## config.mk

```make
export PLATFORM = sky130hd
export DESIGN_NAME = wav_stream_parser_player
export DESIGN_NICKNAME = d
export VERILOG_FILES = /design/src/rtl/wsp_pkg.sv /design/src/rtl/wsp_front.sv /design/src/rtl/wsp_queue.sv /design/src/rtl/wsp_back.sv /design/src/rtl/wav_stream_parser_player.sv
export SDC_FILE = /design/constraint.sdc
export NUM_CORES = 1
export LEC_CHECK = 0
export BUFFER_PORTS_ARGS = -buffer_cell sky130_fd_sc_hd__buf_2
export CAP_MARGIN = 20
export CORE_UTILIZATION = 44
export DETAILED_ROUTE_END_ITERATION = 6
export MAX_ROUTING_LAYER = met4
export SYNTH_ARGS = -nofsm -noshare
export SYNTH_HDL_FRONTEND = slang
export SYNTH_SLANG_ARGS = --single-unit
```

## constraint.sdc

```tcl
create_clock -name clk -period 7.18 [get_ports clk]
set_input_delay 1.436 -clock clk [delete_from_list [all_inputs] [get_ports clk]]
set_output_delay 1.436 -clock clk [all_outputs]
set_load 0.01 [all_outputs]
```

## src/rtl/wsp_pkg.sv

```systemverilog
`timescale 1ns / 1ps
// Shared types and codes for the WAV stream parser and player.
// No dependencies; imported by every module of the block.
package wsp_pkg;

    // Result status codes
    localparam logic [2:0] ST_SAMPLE    = 3'd0;
    localparam logic [2:0] ST_FORMAT_OK = 3'd1;
    localparam logic [2:0] ST_NOT_WAV   = 3'd2;
    localparam logic [2:0] ST_BAD_FMT   = 3'd3;
    localparam logic [2:0] ST_NOT_MONO  = 3'd4;
    localparam logic [2:0] ST_PLAY_END  = 3'd5;

    // Configuration space: register index taken from paddr[2]
    localparam int         ADDR_W       = 3;
    localparam logic       IDX_VOLUME   = 1'b0;
    localparam logic [6:0] VOLUME_RESET = 7'd35;

    // Queue between parser and player
    localparam int QDEPTH = 4;
    localparam int QAW    = $clog2(QDEPTH);
    localparam int QCW    = $clog2(QDEPTH + 1);

    // Reciprocal of 100: floor(p / 100) == (p * 5243) >> 19 for p below 2**15
    localparam logic [12:0] RECIP_100  = 13'd5243;
    localparam int          RECIP_SHIFT = 19;

    typedef struct packed {
        logic [2:0]  status;
        logic [7:0]  sample;
        logic [31:0] rate;
    } entry_t;

    typedef struct packed {
        logic   valid;
        entry_t entry;
    } push_t;

    typedef struct packed {
        logic           empty;
        logic           full;
        logic [QCW-1:0] count;
    } qstat_t;

endpackage

```

## src/rtl/wsp_front.sv

```systemverilog
`timescale 1ns / 1ps
// Front end: RIFF/WAVE byte parser; classifies each byte and issues
// at most one result record per transfer. Depends on wsp_pkg.
module wsp_front (
    input  logic          clk,
    input  logic          rst_n,
    input  logic          accept,
    input  logic          command,
    input  logic [7:0]    data_byte,
    output wsp_pkg::push_t push
);
    import wsp_pkg::*;

    localparam logic [2:0] PH_RIFF = 3'd0;
    localparam logic [2:0] PH_FMTH = 3'd1;
    localparam logic [2:0] PH_FMTB = 3'd2;
    localparam logic [2:0] PH_CHNK = 3'd3;
    localparam logic [2:0] PH_DATA = 3'd4;
    localparam logic [2:0] PH_SKIP = 3'd5;
    localparam logic [2:0] PH_HALT = 3'd6;

    localparam logic [31:0] TAG_RIFF = 32'h5249_4646;
    localparam logic [31:0] TAG_WAVE = 32'h5741_5645;
    localparam logic [31:0] TAG_FMT  = 32'h666D_7420;
    localparam logic [31:0] TAG_DATA = 32'h6461_7461;

    logic [2:0]  phase_reg, phase_next;
    logic [4:0]  hcnt_reg, hcnt_next;
    logic [31:0] tag_reg, tag_next;
    logic [31:0] left_reg, left_next;
    logic [4:0]  fsize_reg, fsize_next;
    logic [15:0] chan_reg, chan_next;
    logic [15:0] bps_reg, bps_next;
    logic [31:0] rate_reg, rate_next;
    logic [15:0] extra_reg, extra_next;
    logic        riff_bad_reg, riff_bad_next;

    logic [4:0]  cnt_inc;
    logic [31:0] lane32;
    logic [15:0] lane16;

    assign cnt_inc = hcnt_reg + 5'd1;
    // byte placed in its little-endian lane
    assign lane32  = {24'd0, data_byte} << {hcnt_reg[1:0], 3'b000};
    assign lane16  = {8'd0, data_byte} << {hcnt_reg[0], 3'b000};

    // Parser next state and result record
    always_comb
    begin
        phase_next    = phase_reg;
        hcnt_next     = hcnt_reg;
        tag_next      = tag_reg;
        left_next     = left_reg;
        fsize_next    = fsize_reg;
        chan_next     = chan_reg;
        bps_next      = bps_reg;
        rate_next     = rate_reg;
        extra_next    = extra_reg;
        riff_bad_next = riff_bad_reg;
        push.valid        = 1'b0;
        push.entry.status = ST_SAMPLE;
        push.entry.sample = 8'd0;
        push.entry.rate   = 32'd0;

        if (accept) begin
            if (command) begin
                // end of file: report by phase, then restart
                phase_next    = PH_RIFF;
                hcnt_next     = 5'd0;
                tag_next      = 32'd0;
                left_next     = 32'd0;
                fsize_next    = 5'd0;
                chan_next     = 16'd0;
                bps_next      = 16'd0;
                rate_next     = 32'd0;
                extra_next    = 16'd0;
                riff_bad_next = 1'b0;
                unique case (phase_reg) inside
                    PH_RIFF:
                    begin
                        push.valid        = 1'b1;
                        push.entry.status = ST_NOT_WAV;
                    end
                    PH_FMTH, PH_FMTB:
                    begin
                        push.valid        = 1'b1;
                        push.entry.status = ST_BAD_FMT;
                    end
                    PH_CHNK, PH_DATA, PH_SKIP:
                    begin
                        push.valid        = 1'b1;
                        push.entry.status = ST_PLAY_END;
                    end
                    default:
                    begin
                    end
                endcase
            end else begin
                unique case (phase_reg) inside
                    PH_RIFF:
                    begin
                        tag_next  = {tag_reg[23:0], data_byte};
                        hcnt_next = cnt_inc;
                        if (cnt_inc == 5'd4 && tag_next != TAG_RIFF)
                            riff_bad_next = 1'b1;
                        if (cnt_inc == 5'd12) begin
                            hcnt_next = 5'd0;
                            if (riff_bad_next || tag_next != TAG_WAVE) begin
                                phase_next        = PH_HALT;
                                push.valid        = 1'b1;
                                push.entry.status = ST_NOT_WAV;
                            end else begin
                                phase_next = PH_FMTH;
                                tag_next   = 32'd0;
                            end
                        end
                    end
                    PH_FMTH, PH_CHNK:
                    begin
                        // four tag bytes, then a little-endian size
                        if (hcnt_reg < 5'd4)
                            tag_next = {tag_reg[23:0], data_byte};
                        else
                            left_next = left_reg | lane32;
                        hcnt_next = cnt_inc;
                        if (cnt_inc == 5'd8) begin
                            hcnt_next = 5'd0;
                            if (phase_reg == PH_FMTH) begin
                                if (tag_next != TAG_FMT ||
                                    (left_next != 32'd16 && left_next != 32'd18)) begin
                                    phase_next        = PH_HALT;
                                    push.valid        = 1'b1;
                                    push.entry.status = ST_BAD_FMT;
                                end else begin
                                    fsize_next = left_next[4:0];
                                    left_next  = 32'd0;
                                    phase_next = PH_FMTB;
                                end
                            end else if (tag_next == TAG_DATA) begin
                                if (left_next == 32'd0) begin
                                    phase_next        = PH_HALT;
                                    push.valid        = 1'b1;
                                    push.entry.status = ST_PLAY_END;
                                end else begin
                                    phase_next = PH_DATA;
                                end
                            end else if (left_next != 32'd0) begin
                                phase_next = PH_SKIP;
                            end else begin
                                // empty chunk: straight on to the next header
                                tag_next = 32'd0;
                            end
                        end
                    end
                    PH_FMTB:
                    begin
                        case (hcnt_reg) inside
                            [5'd2:5'd3]:   chan_next  = chan_reg | lane16;
                            [5'd4:5'd7]:   rate_next  = rate_reg | lane32;
                            [5'd14:5'd15]: bps_next   = bps_reg | lane16;
                            [5'd16:5'd17]: extra_next = extra_reg | lane16;
                            default:
                            begin
                            end
                        endcase
                        hcnt_next = cnt_inc;
                        if (cnt_inc >= fsize_reg) begin
                            hcnt_next  = 5'd0;
                            tag_next   = 32'd0;
                            phase_next = PH_HALT;
                            push.valid = 1'b1;
                            if (fsize_reg == 5'd18 && extra_next != 16'd0) begin
                                push.entry.status = ST_BAD_FMT;
                            end else if (chan_next != 16'd1 || bps_next != 16'd8) begin
                                push.entry.status = ST_NOT_MONO;
                            end else begin
                                phase_next        = PH_CHNK;
                                push.entry.status = ST_FORMAT_OK;
                                push.entry.rate   = rate_next;
                            end
                        end
                    end
                    PH_DATA:
                    begin
                        push.valid        = 1'b1;
                        push.entry.status = ST_SAMPLE;
                        push.entry.sample = data_byte;
                        left_next         = left_reg - 32'd1;
                        if (left_reg == 32'd1) begin
                            phase_next = PH_CHNK;
                            tag_next   = 32'd0;
                        end
                    end
                    PH_SKIP:
                    begin
                        left_next = left_reg - 32'd1;
                        if (left_reg == 32'd1) begin
                            phase_next = PH_CHNK;
                            tag_next   = 32'd0;
                        end
                    end
                    default:
                    begin
                        // halted: wait for end of file
                    end
                endcase
            end
        end
    end

    // Parser registers
    always_ff @(posedge clk or negedge rst_n)
    begin
        if (!rst_n) begin
            phase_reg    <= PH_RIFF;
            hcnt_reg     <= 5'd0;
            tag_reg      <= 32'd0;
            left_reg     <= 32'd0;
            fsize_reg    <= 5'd0;
            chan_reg     <= 16'd0;
            bps_reg      <= 16'd0;
            rate_reg     <= 32'd0;
            extra_reg    <= 16'd0;
            riff_bad_reg <= 1'b0;
        end else begin
            phase_reg    <= phase_next;
            hcnt_reg     <= hcnt_next;
            tag_reg      <= tag_next;
            left_reg     <= left_next;
            fsize_reg    <= fsize_next;
            chan_reg     <= chan_next;
            bps_reg      <= bps_next;
            rate_reg     <= rate_next;
            extra_reg    <= extra_next;
            riff_bad_reg <= riff_bad_next;
        end
    end

endmodule

```

## src/rtl/wsp_queue.sv

```systemverilog
`timescale 1ns / 1ps
// Short FIFO of result records between parser and player.
// Depends on wsp_pkg for the record type and depth.
module wsp_queue (
    input  logic            clk,
    input  logic            rst_n,
    input  wsp_pkg::push_t  push,
    input  logic            pop,
    output wsp_pkg::entry_t head,
    output wsp_pkg::qstat_t stat
);
    import wsp_pkg::*;

    entry_t         mem [QDEPTH];
    logic [QAW-1:0] wr_ptr_reg;
    logic [QAW-1:0] rd_ptr_reg;
    logic [QCW-1:0] count_reg;
    logic           do_push;
    logic           do_pop;

    assign do_push    = push.valid && !stat.full;
    assign do_pop     = pop && !stat.empty;
    assign stat.empty = (count_reg == '0);
    assign stat.full  = (count_reg == QCW'(QDEPTH));
    assign stat.count = count_reg;
    assign head       = mem[rd_ptr_reg];

    // Storage
    always_ff @(posedge clk)
    begin
        if (do_push)
            mem[wr_ptr_reg] <= push.entry;
    end

    // Pointers and fill count
    always_ff @(posedge clk or negedge rst_n)
    begin
        if (!rst_n) begin
            wr_ptr_reg <= '0;
            rd_ptr_reg <= '0;
            count_reg  <= '0;
        end else begin
            if (do_push)
                wr_ptr_reg <= wr_ptr_reg + QAW'(1);
            if (do_pop)
                rd_ptr_reg <= rd_ptr_reg + QAW'(1);
            if (do_push && !do_pop)
                count_reg <= count_reg + QCW'(1);
            else if (do_pop && !do_push)
                count_reg <= count_reg - QCW'(1);
        end
    end

endmodule

```

## src/rtl/wsp_back.sv

```systemverilog
`timescale 1ns / 1ps
// Back end: volume scaling of samples in two stages, the second being the output register.
// Depends on wsp_pkg for record type, status codes and reciprocal.
module wsp_back (
    input  logic            clk,
    input  logic            rst_n,
    input  logic            head_valid,
    input  wsp_pkg::entry_t head,
    input  logic [6:0]      volume,
    output logic            pop,
    output logic            out_valid,
    input  logic            out_stall,
    output logic [2:0]      status,
    output logic [7:0]      sample_out,
    output logic [31:0]     sample_rate
);
    import wsp_pkg::*;

    logic        s1_valid_reg;
    logic [2:0]  s1_status_reg;
    logic [14:0] s1_prod_reg;
    logic [31:0] s1_rate_reg;
    logic        out_valid_reg;
    logic [2:0]  status_reg;
    logic [7:0]  sample_reg;
    logic [31:0] rate_reg;

    logic        out_free;
    logic        s1_free;
    logic [27:0] recip_prod;
    logic [8:0]  quot;
    logic [7:0]  scaled;

    assign out_free = !out_valid_reg || !out_stall;
    assign s1_free  = !s1_valid_reg || out_free;
    assign pop      = head_valid && s1_free;

    // floor(product / 100), saturated to a byte
    assign recip_prod = 28'(s1_prod_reg) * 28'(RECIP_100);
    assign quot       = recip_prod[RECIP_SHIFT +: 9];
    assign scaled     = quot[8] ? 8'hFF : quot[7:0];

    // Stage valid flags
    always_ff @(posedge clk or negedge rst_n)
    begin
        if (!rst_n) begin
            s1_valid_reg  <= 1'b0;
            out_valid_reg <= 1'b0;
        end else begin
            if (s1_free)
                s1_valid_reg <= head_valid;
            if (out_free)
                out_valid_reg <= s1_valid_reg;
        end
    end

    // Stage payloads: byte times gain, then divide and present
    always_ff @(posedge clk)
    begin
        if (s1_free) begin
            s1_status_reg <= head.status;
            s1_prod_reg   <= 15'(head.sample) * 15'(volume);
            s1_rate_reg   <= head.rate;
        end
        if (out_free) begin
            status_reg <= s1_status_reg;
            sample_reg <= (s1_status_reg == ST_SAMPLE) ? scaled : 8'd0;
            rate_reg   <= s1_rate_reg;
        end
    end

    assign out_valid   = out_valid_reg;
    assign status      = status_reg;
    assign sample_out  = sample_reg;
    assign sample_rate = rate_reg;

endmodule

```

## src/rtl/wav_stream_parser_player.sv

```systemverilog
`timescale 1ns / 1ps
// WAV stream parser and player: top level with the APB register port.
// Depends on wsp_pkg, wsp_front, wsp_queue and wsp_back.

// One file byte (or end-of-file mark) is taken per clock while in_stall is low.
// The parser answers in the same cycle and pushes at most one record into a
// four-entry queue; the player scales samples as floor(byte * volume / 100),
// saturating at 255. A result passes the queue, the gain-multiply register and
// the output register in that order: the record enters the queue on the
// accepting edge, the gain multiply is then registered and the reciprocal
// multiply lands in the output register after it. Sustained rate is one byte
// per clock; in_stall rises only when the queue is full because the output side
// is held. There is no clearing pass after reset. volume_percent (reset 35) sits
// at byte address 0 and should be written only while idle.
module wav_stream_parser_player (
    input  logic                      clk,
    input  logic                      rst_n,
    input  logic                      in_valid,
    output logic                      in_stall,
    input  logic                      command,
    input  logic [7:0]                data_byte,
    output logic                      out_valid,
    input  logic                      out_stall,
    output logic [2:0]                status,
    output logic [7:0]                sample_out,
    output logic [31:0]               sample_rate,
    input  logic                      psel,
    input  logic                      penable,
    input  logic                      pwrite,
    input  logic [wsp_pkg::ADDR_W-1:0] paddr,
    input  logic [31:0]               pwdata,
    output logic [31:0]               prdata,
    output logic                      pready
);
    import wsp_pkg::*;

    logic [6:0] volume_reg;
    logic       accept;
    logic       pop;
    push_t      push;
    entry_t     head;
    qstat_t     qstat;

    // Register port
    assign pready = 1'b1;
    assign prdata = (paddr[2] == IDX_VOLUME) ? {25'd0, volume_reg} : 32'd0;

    always_ff @(posedge clk or negedge rst_n)
    begin
        if (!rst_n)
            volume_reg <= VOLUME_RESET;
        else if (psel && penable && pwrite && paddr[2] == IDX_VOLUME)
            volume_reg <= pwdata[6:0];
    end

    // Input transfer
    assign in_stall = qstat.full;
    assign accept   = in_valid && !in_stall;

    wsp_front u_front (
        .clk       (clk),
        .rst_n     (rst_n),
        .accept    (accept),
        .command   (command),
        .data_byte (data_byte),
        .push      (push)
    );

    wsp_queue u_queue (
        .clk   (clk),
        .rst_n (rst_n),
        .push  (push),
        .pop   (pop),
        .head  (head),
        .stat  (qstat)
    );

    wsp_back u_back (
        .clk         (clk),
        .rst_n       (rst_n),
        .head_valid  (!qstat.empty),
        .head        (head),
        .volume      (volume_reg),
        .pop         (pop),
        .out_valid   (out_valid),
        .out_stall   (out_stall),
        .status      (status),
        .sample_out  (sample_out),
        .sample_rate (sample_rate)
    );

`ifndef SYNTH
    // a record is never offered to a full queue
    a_no_overflow: assert property (@(posedge clk) disable iff (!rst_n)
        !(push.valid && qstat.full))
        else $error("record pushed into full queue");

    // a push without a pop raises the fill count by one
    a_count_step: assert property (@(posedge clk) disable iff (!rst_n)
        (push.valid && !pop) |=> (qstat.count == $past(qstat.count) + 1'b1))
        else $error("queue count did not follow push");

    // only sample results carry a sample value
    a_sample_zero: assert property (@(posedge clk) disable iff (!rst_n)
        (out_valid && status != ST_SAMPLE) |-> (sample_out == 8'd0))
        else $error("non-sample result with sample value");

    // only a format verdict carries a rate
    a_rate_zero: assert property (@(posedge clk) disable iff (!rst_n)
        (out_valid && status != ST_FORMAT_OK) |-> (sample_rate == 32'd0))
        else $error("rate reported outside format verdict");
`endif

endmodule

```

==> run summary <==
Total number of placement rows: 85. Counting instances in the post-synthesis netlist gives the leading cell types as 265 x sky130_fd_sc_hd__edfxtp_1, 210 x sky130_fd_sc_hd__inv_1, 178 x sky130_fd_sc_hd__nand2_1. In the synthesized netlist the async set-or-reset flop fraction comes to 39.6%.

The tools report the max-slew violation total from the final report as 0. In this run the horizontal extent of the chip is 236 µm. For this design, the slowest cell found on the critical path is sky130_fd_sc_hd__dfrtp_2. The synthesis-to-layout area growth was 11.3%; the number of warnings printed during yosys synthesis was 0. Summing every instance area after synthesis gives 24000 µm². Clock skew on the completed layout was measured at 46.7 ps.

TritonCTS built the clock tree. The fraction of final layout cells with drive strength greater than 1 was 11.8%; the number of buffers on the longest clock path was 3. Post-synthesis cell type count: 80. The die height works out to 236 µm. After legalization and detailed placement, the total HPWL measured 36300 µm. The worst setup path is captured at a flop. Global routing finished with a remaining overflow of 0. The first global-routing pass estimated 86400 µm of wire.

After routing the design area is 26700 µm². The worst register-to-register path begins at u_queue.rd_ptr_reg[0]. The run gives 5820 ps as the signal arrival time at the worst endpoint. The beginning of the critical path is u_queue.rd_ptr_reg[0]. The cts-stage hold buffer count is 0, and the worst slew margin relative to its limit is 29.3%. In this run, the number of DRC markers left after iteration 0 of detailed routing was 1167. The largest total area in the synthesized netlist belongs to sky130_fd_sc_hd__edfxtp_1. Sequential cells were found to cover 51.3% of the synthesized design area. In this run the tool buffered the top-level ports with 75 buffer cells. Actual slew at the worst max-slew pin: 1060 ps.

Via count of the first global-routing pass: 15700. Adding up every negative setup slack in the final design gives 0 ps. Timing would allow up to 182 MHz. The placer congestion estimate was 0.875; the post-detailed-route wirelength per cell was 18.9 µm. The origin of the worst min-delay path was u_back.s1_rate_reg[26].

The average cell area after synthesis is 11.9 µm². The tools report the number of primary I/O pins as 129. The tools report the clock latency on the worst-skew pair as 610 ps.

The clock drives 439 sinks. Synthesis inferred 439 register bits. Setup repair after global routing left no endpoint under its margin. The total routing usage reported by global routing was 20.2%; the number of search-and-repair iterations in the first detailed-routing pass was 5. The post-CTS setup-driven buffer insertion count came out at 0. The count of nets left with antenna violations once routing finished came out at 0. Across the run, the number of max-cap violations was 0.

Dividing the final minimum period by the clock period gives 76.4%. The total DRC errors in the routed layout is 0, and the maximum number of pins on one net before global-route repair is 104. The buffers plus inverters on the worst setup path came out at 4. The leading register cell type out of synthesis is sky130_fd_sc_hd__edfxtp_1. The tools report the count of nets after finishing as 2386.

The most common cell in the netlist was sky130_fd_sc_hd__edfxtp_1. The largest stage delay on the critical path was 820 ps. The register containing the most flip-flops in the final layout was u_queue.mem. The run finished with clean final reports. The number of buffers inserted during clock tree synthesis was 48. In this design, the largest share of critical-path delay is due to adder cells. After synthesis, the cell types taking the most area are sky130_fd_sc_hd__edfxtp_1 33%, sky130_fd_sc_hd__dfrtp_1 18%, sky130_fd_sc_hd__fa_1 8.3%. Of all nets on the critical path, the largest fanout is 20.

Number of hold violations in the final report: 0. The path type of the worst setup path was flop to flop. The min-delay analysis places its worst path in the category flop to flop.

Walking the worst path, the cells encountered are mux4_2 -> and2_1 -> fa_1 -> inv_1 -> fa_1 -> inv_1 -> fa_1 -> inv_1 -> fa_1 -> inv_1 -> ha_1 -> nor2b_1 -> o211ai_1 -> nand2_1 -> a41oi_1 -> nor2b_1 -> xnor2_1. For the synthesized instance count, the log shows 2026. After clock tree synthesis, the clock-pin slew on the worst setup and hold paths is 60 ps. The number of antenna violations at the first check in global routing was 1. After detailed routing, the total wire length is 53200 µm. For this block, the via count after detailed routing is 15600. After detailed routing, the number of vias per cell comes to 5.53. The number of antenna diodes in the final layout is 0. In this run, post-CTS repair resized a total of 0 instances. In this run the cell area measured after placement is 25000 µm².

For the data required time of the worst path, the log shows 7510 ps. STA classifies the critical path startpoint as a flop. The die covers 55500 µm². Once the floorplan was initialized, standard cells occupied 44.5% of the core.

Counting the fill cells in the layout gives 4762. The tree is rooted in a sky130_fd_sc_hd__clkbuf_16. Counting flops with a built-in enable in the synthesized netlist gives 265. The top cell type by area accounts for 33.1% of the synthesized area.

The final setup violation count was 0. The tools report the area of the core as 53900 µm². The H-tree was split into 2 levels. The register with the most flip-flops in the layout has 172 of them. After layout, the minimum clock period comes to 5490 ps.
-- cell usage in the layout, fill, tap and decap left out, drive strengths merged, types with 5 or more instances in the layout --
cell type  instances
o21a               7
a21o               8
and3               6
dfrtp            171
mux2              10
or3               12
fa                99
a22oi              5
mux4              43
and2              42
a211o              5
edfxtp           265
o31ai              9
nand4             15
clkinv            21
conb              26
a22o              48
bufinv             7
nor2b             22
o21ai            122
a211oi            18
clkbuf            60
or4                5
mux2i              5
nand2b            11
ha               149
nand3             30
o22a               6
xnor2             18
nor2             120
o22ai              6
a21oi            103
buf               94
inv              211
xor2              13
a31oi             26
nor3              37
nand2            178
nor4              27
nand4b             8
-- layer usage --
metal / share of wire (%) / vias to the layer above / track usage, %
li1: - / 7304 / -
met5: 0 / - / -
met4: 1.8 / 0 / 4.69
met1: 47 / 7823 / 28.4
met2: 46 / 417 / 30.9
met3: 5.3 / 74 / 2.90
-- worst paths after layout --
| kind | to | slack (ps) | cells after the start |
|---|---|---|---|
| setup reg to reg | u_back.s1_prod_reg[12] | 1690 | 17 |
| min in group asynchronous | u_front.extra_reg[13] | 950 | 1 |
| hold / removal | u_back.sample_rate[26] | 410 | 0 |
| hold reg to reg | u_back.sample_rate[26] | 410 | 0 |
| setup / recovery | u_back.s1_prod_reg[12] | 1690 | 17 |
| max in group asynchronous | volume_reg[6] | 4680 | 2 |
-- stage by stage --
step | utilization [%] | hold WS [ps] | cells | setup WS, ps
final | 49.6 | 409 | 2823 | 1690
after detailed placement | 46.4 | 405 | 2732 | 1640
after CTS | 49.6 | 405 | 2822 | 1620
after floorplan | - | 400 | 2050 | 2050
after global placement | 46.4 | 401 | 2730 | 1650
after global routing | 49.6 | 420 | 2823 | 1370
-- layout make-up --
cell class / count / area [µm²] / share of cell area [%]
clock buffer: 59 / 1260 / 4.72
clock inverter: 31 / 422 / 1.58
inverter: 211 / 792 / 2.96
multi-input combinational: 1292 / 10500 / 39.4
sequential: 439 / 12300 / 46.1
tap: 696 / 871 / 3.26
timing repair buffer: 95 / 531 / 1.99
-- cell families (layout without fill, tap and decap cells) --
family / Yosys count / count (layout) / synth area share [%]
mux: 58 / 58 / 4.72
buf+inv: 319 / 396 / 5.46
simple gates: 533 / 533 / 10.9
xor+xnor: 31 / 31 / 1.13
other cells: 2 / 26 / 0.0313
compound gates: 396 / 396 / 10.5
flops: 439 / 439 / 51.3
fa+ha+maj: 248 / 248 / 16.0
Power is not shown: default switching activity piles up to over one toggle a cycle in this logic, so the estimate is an artifact.
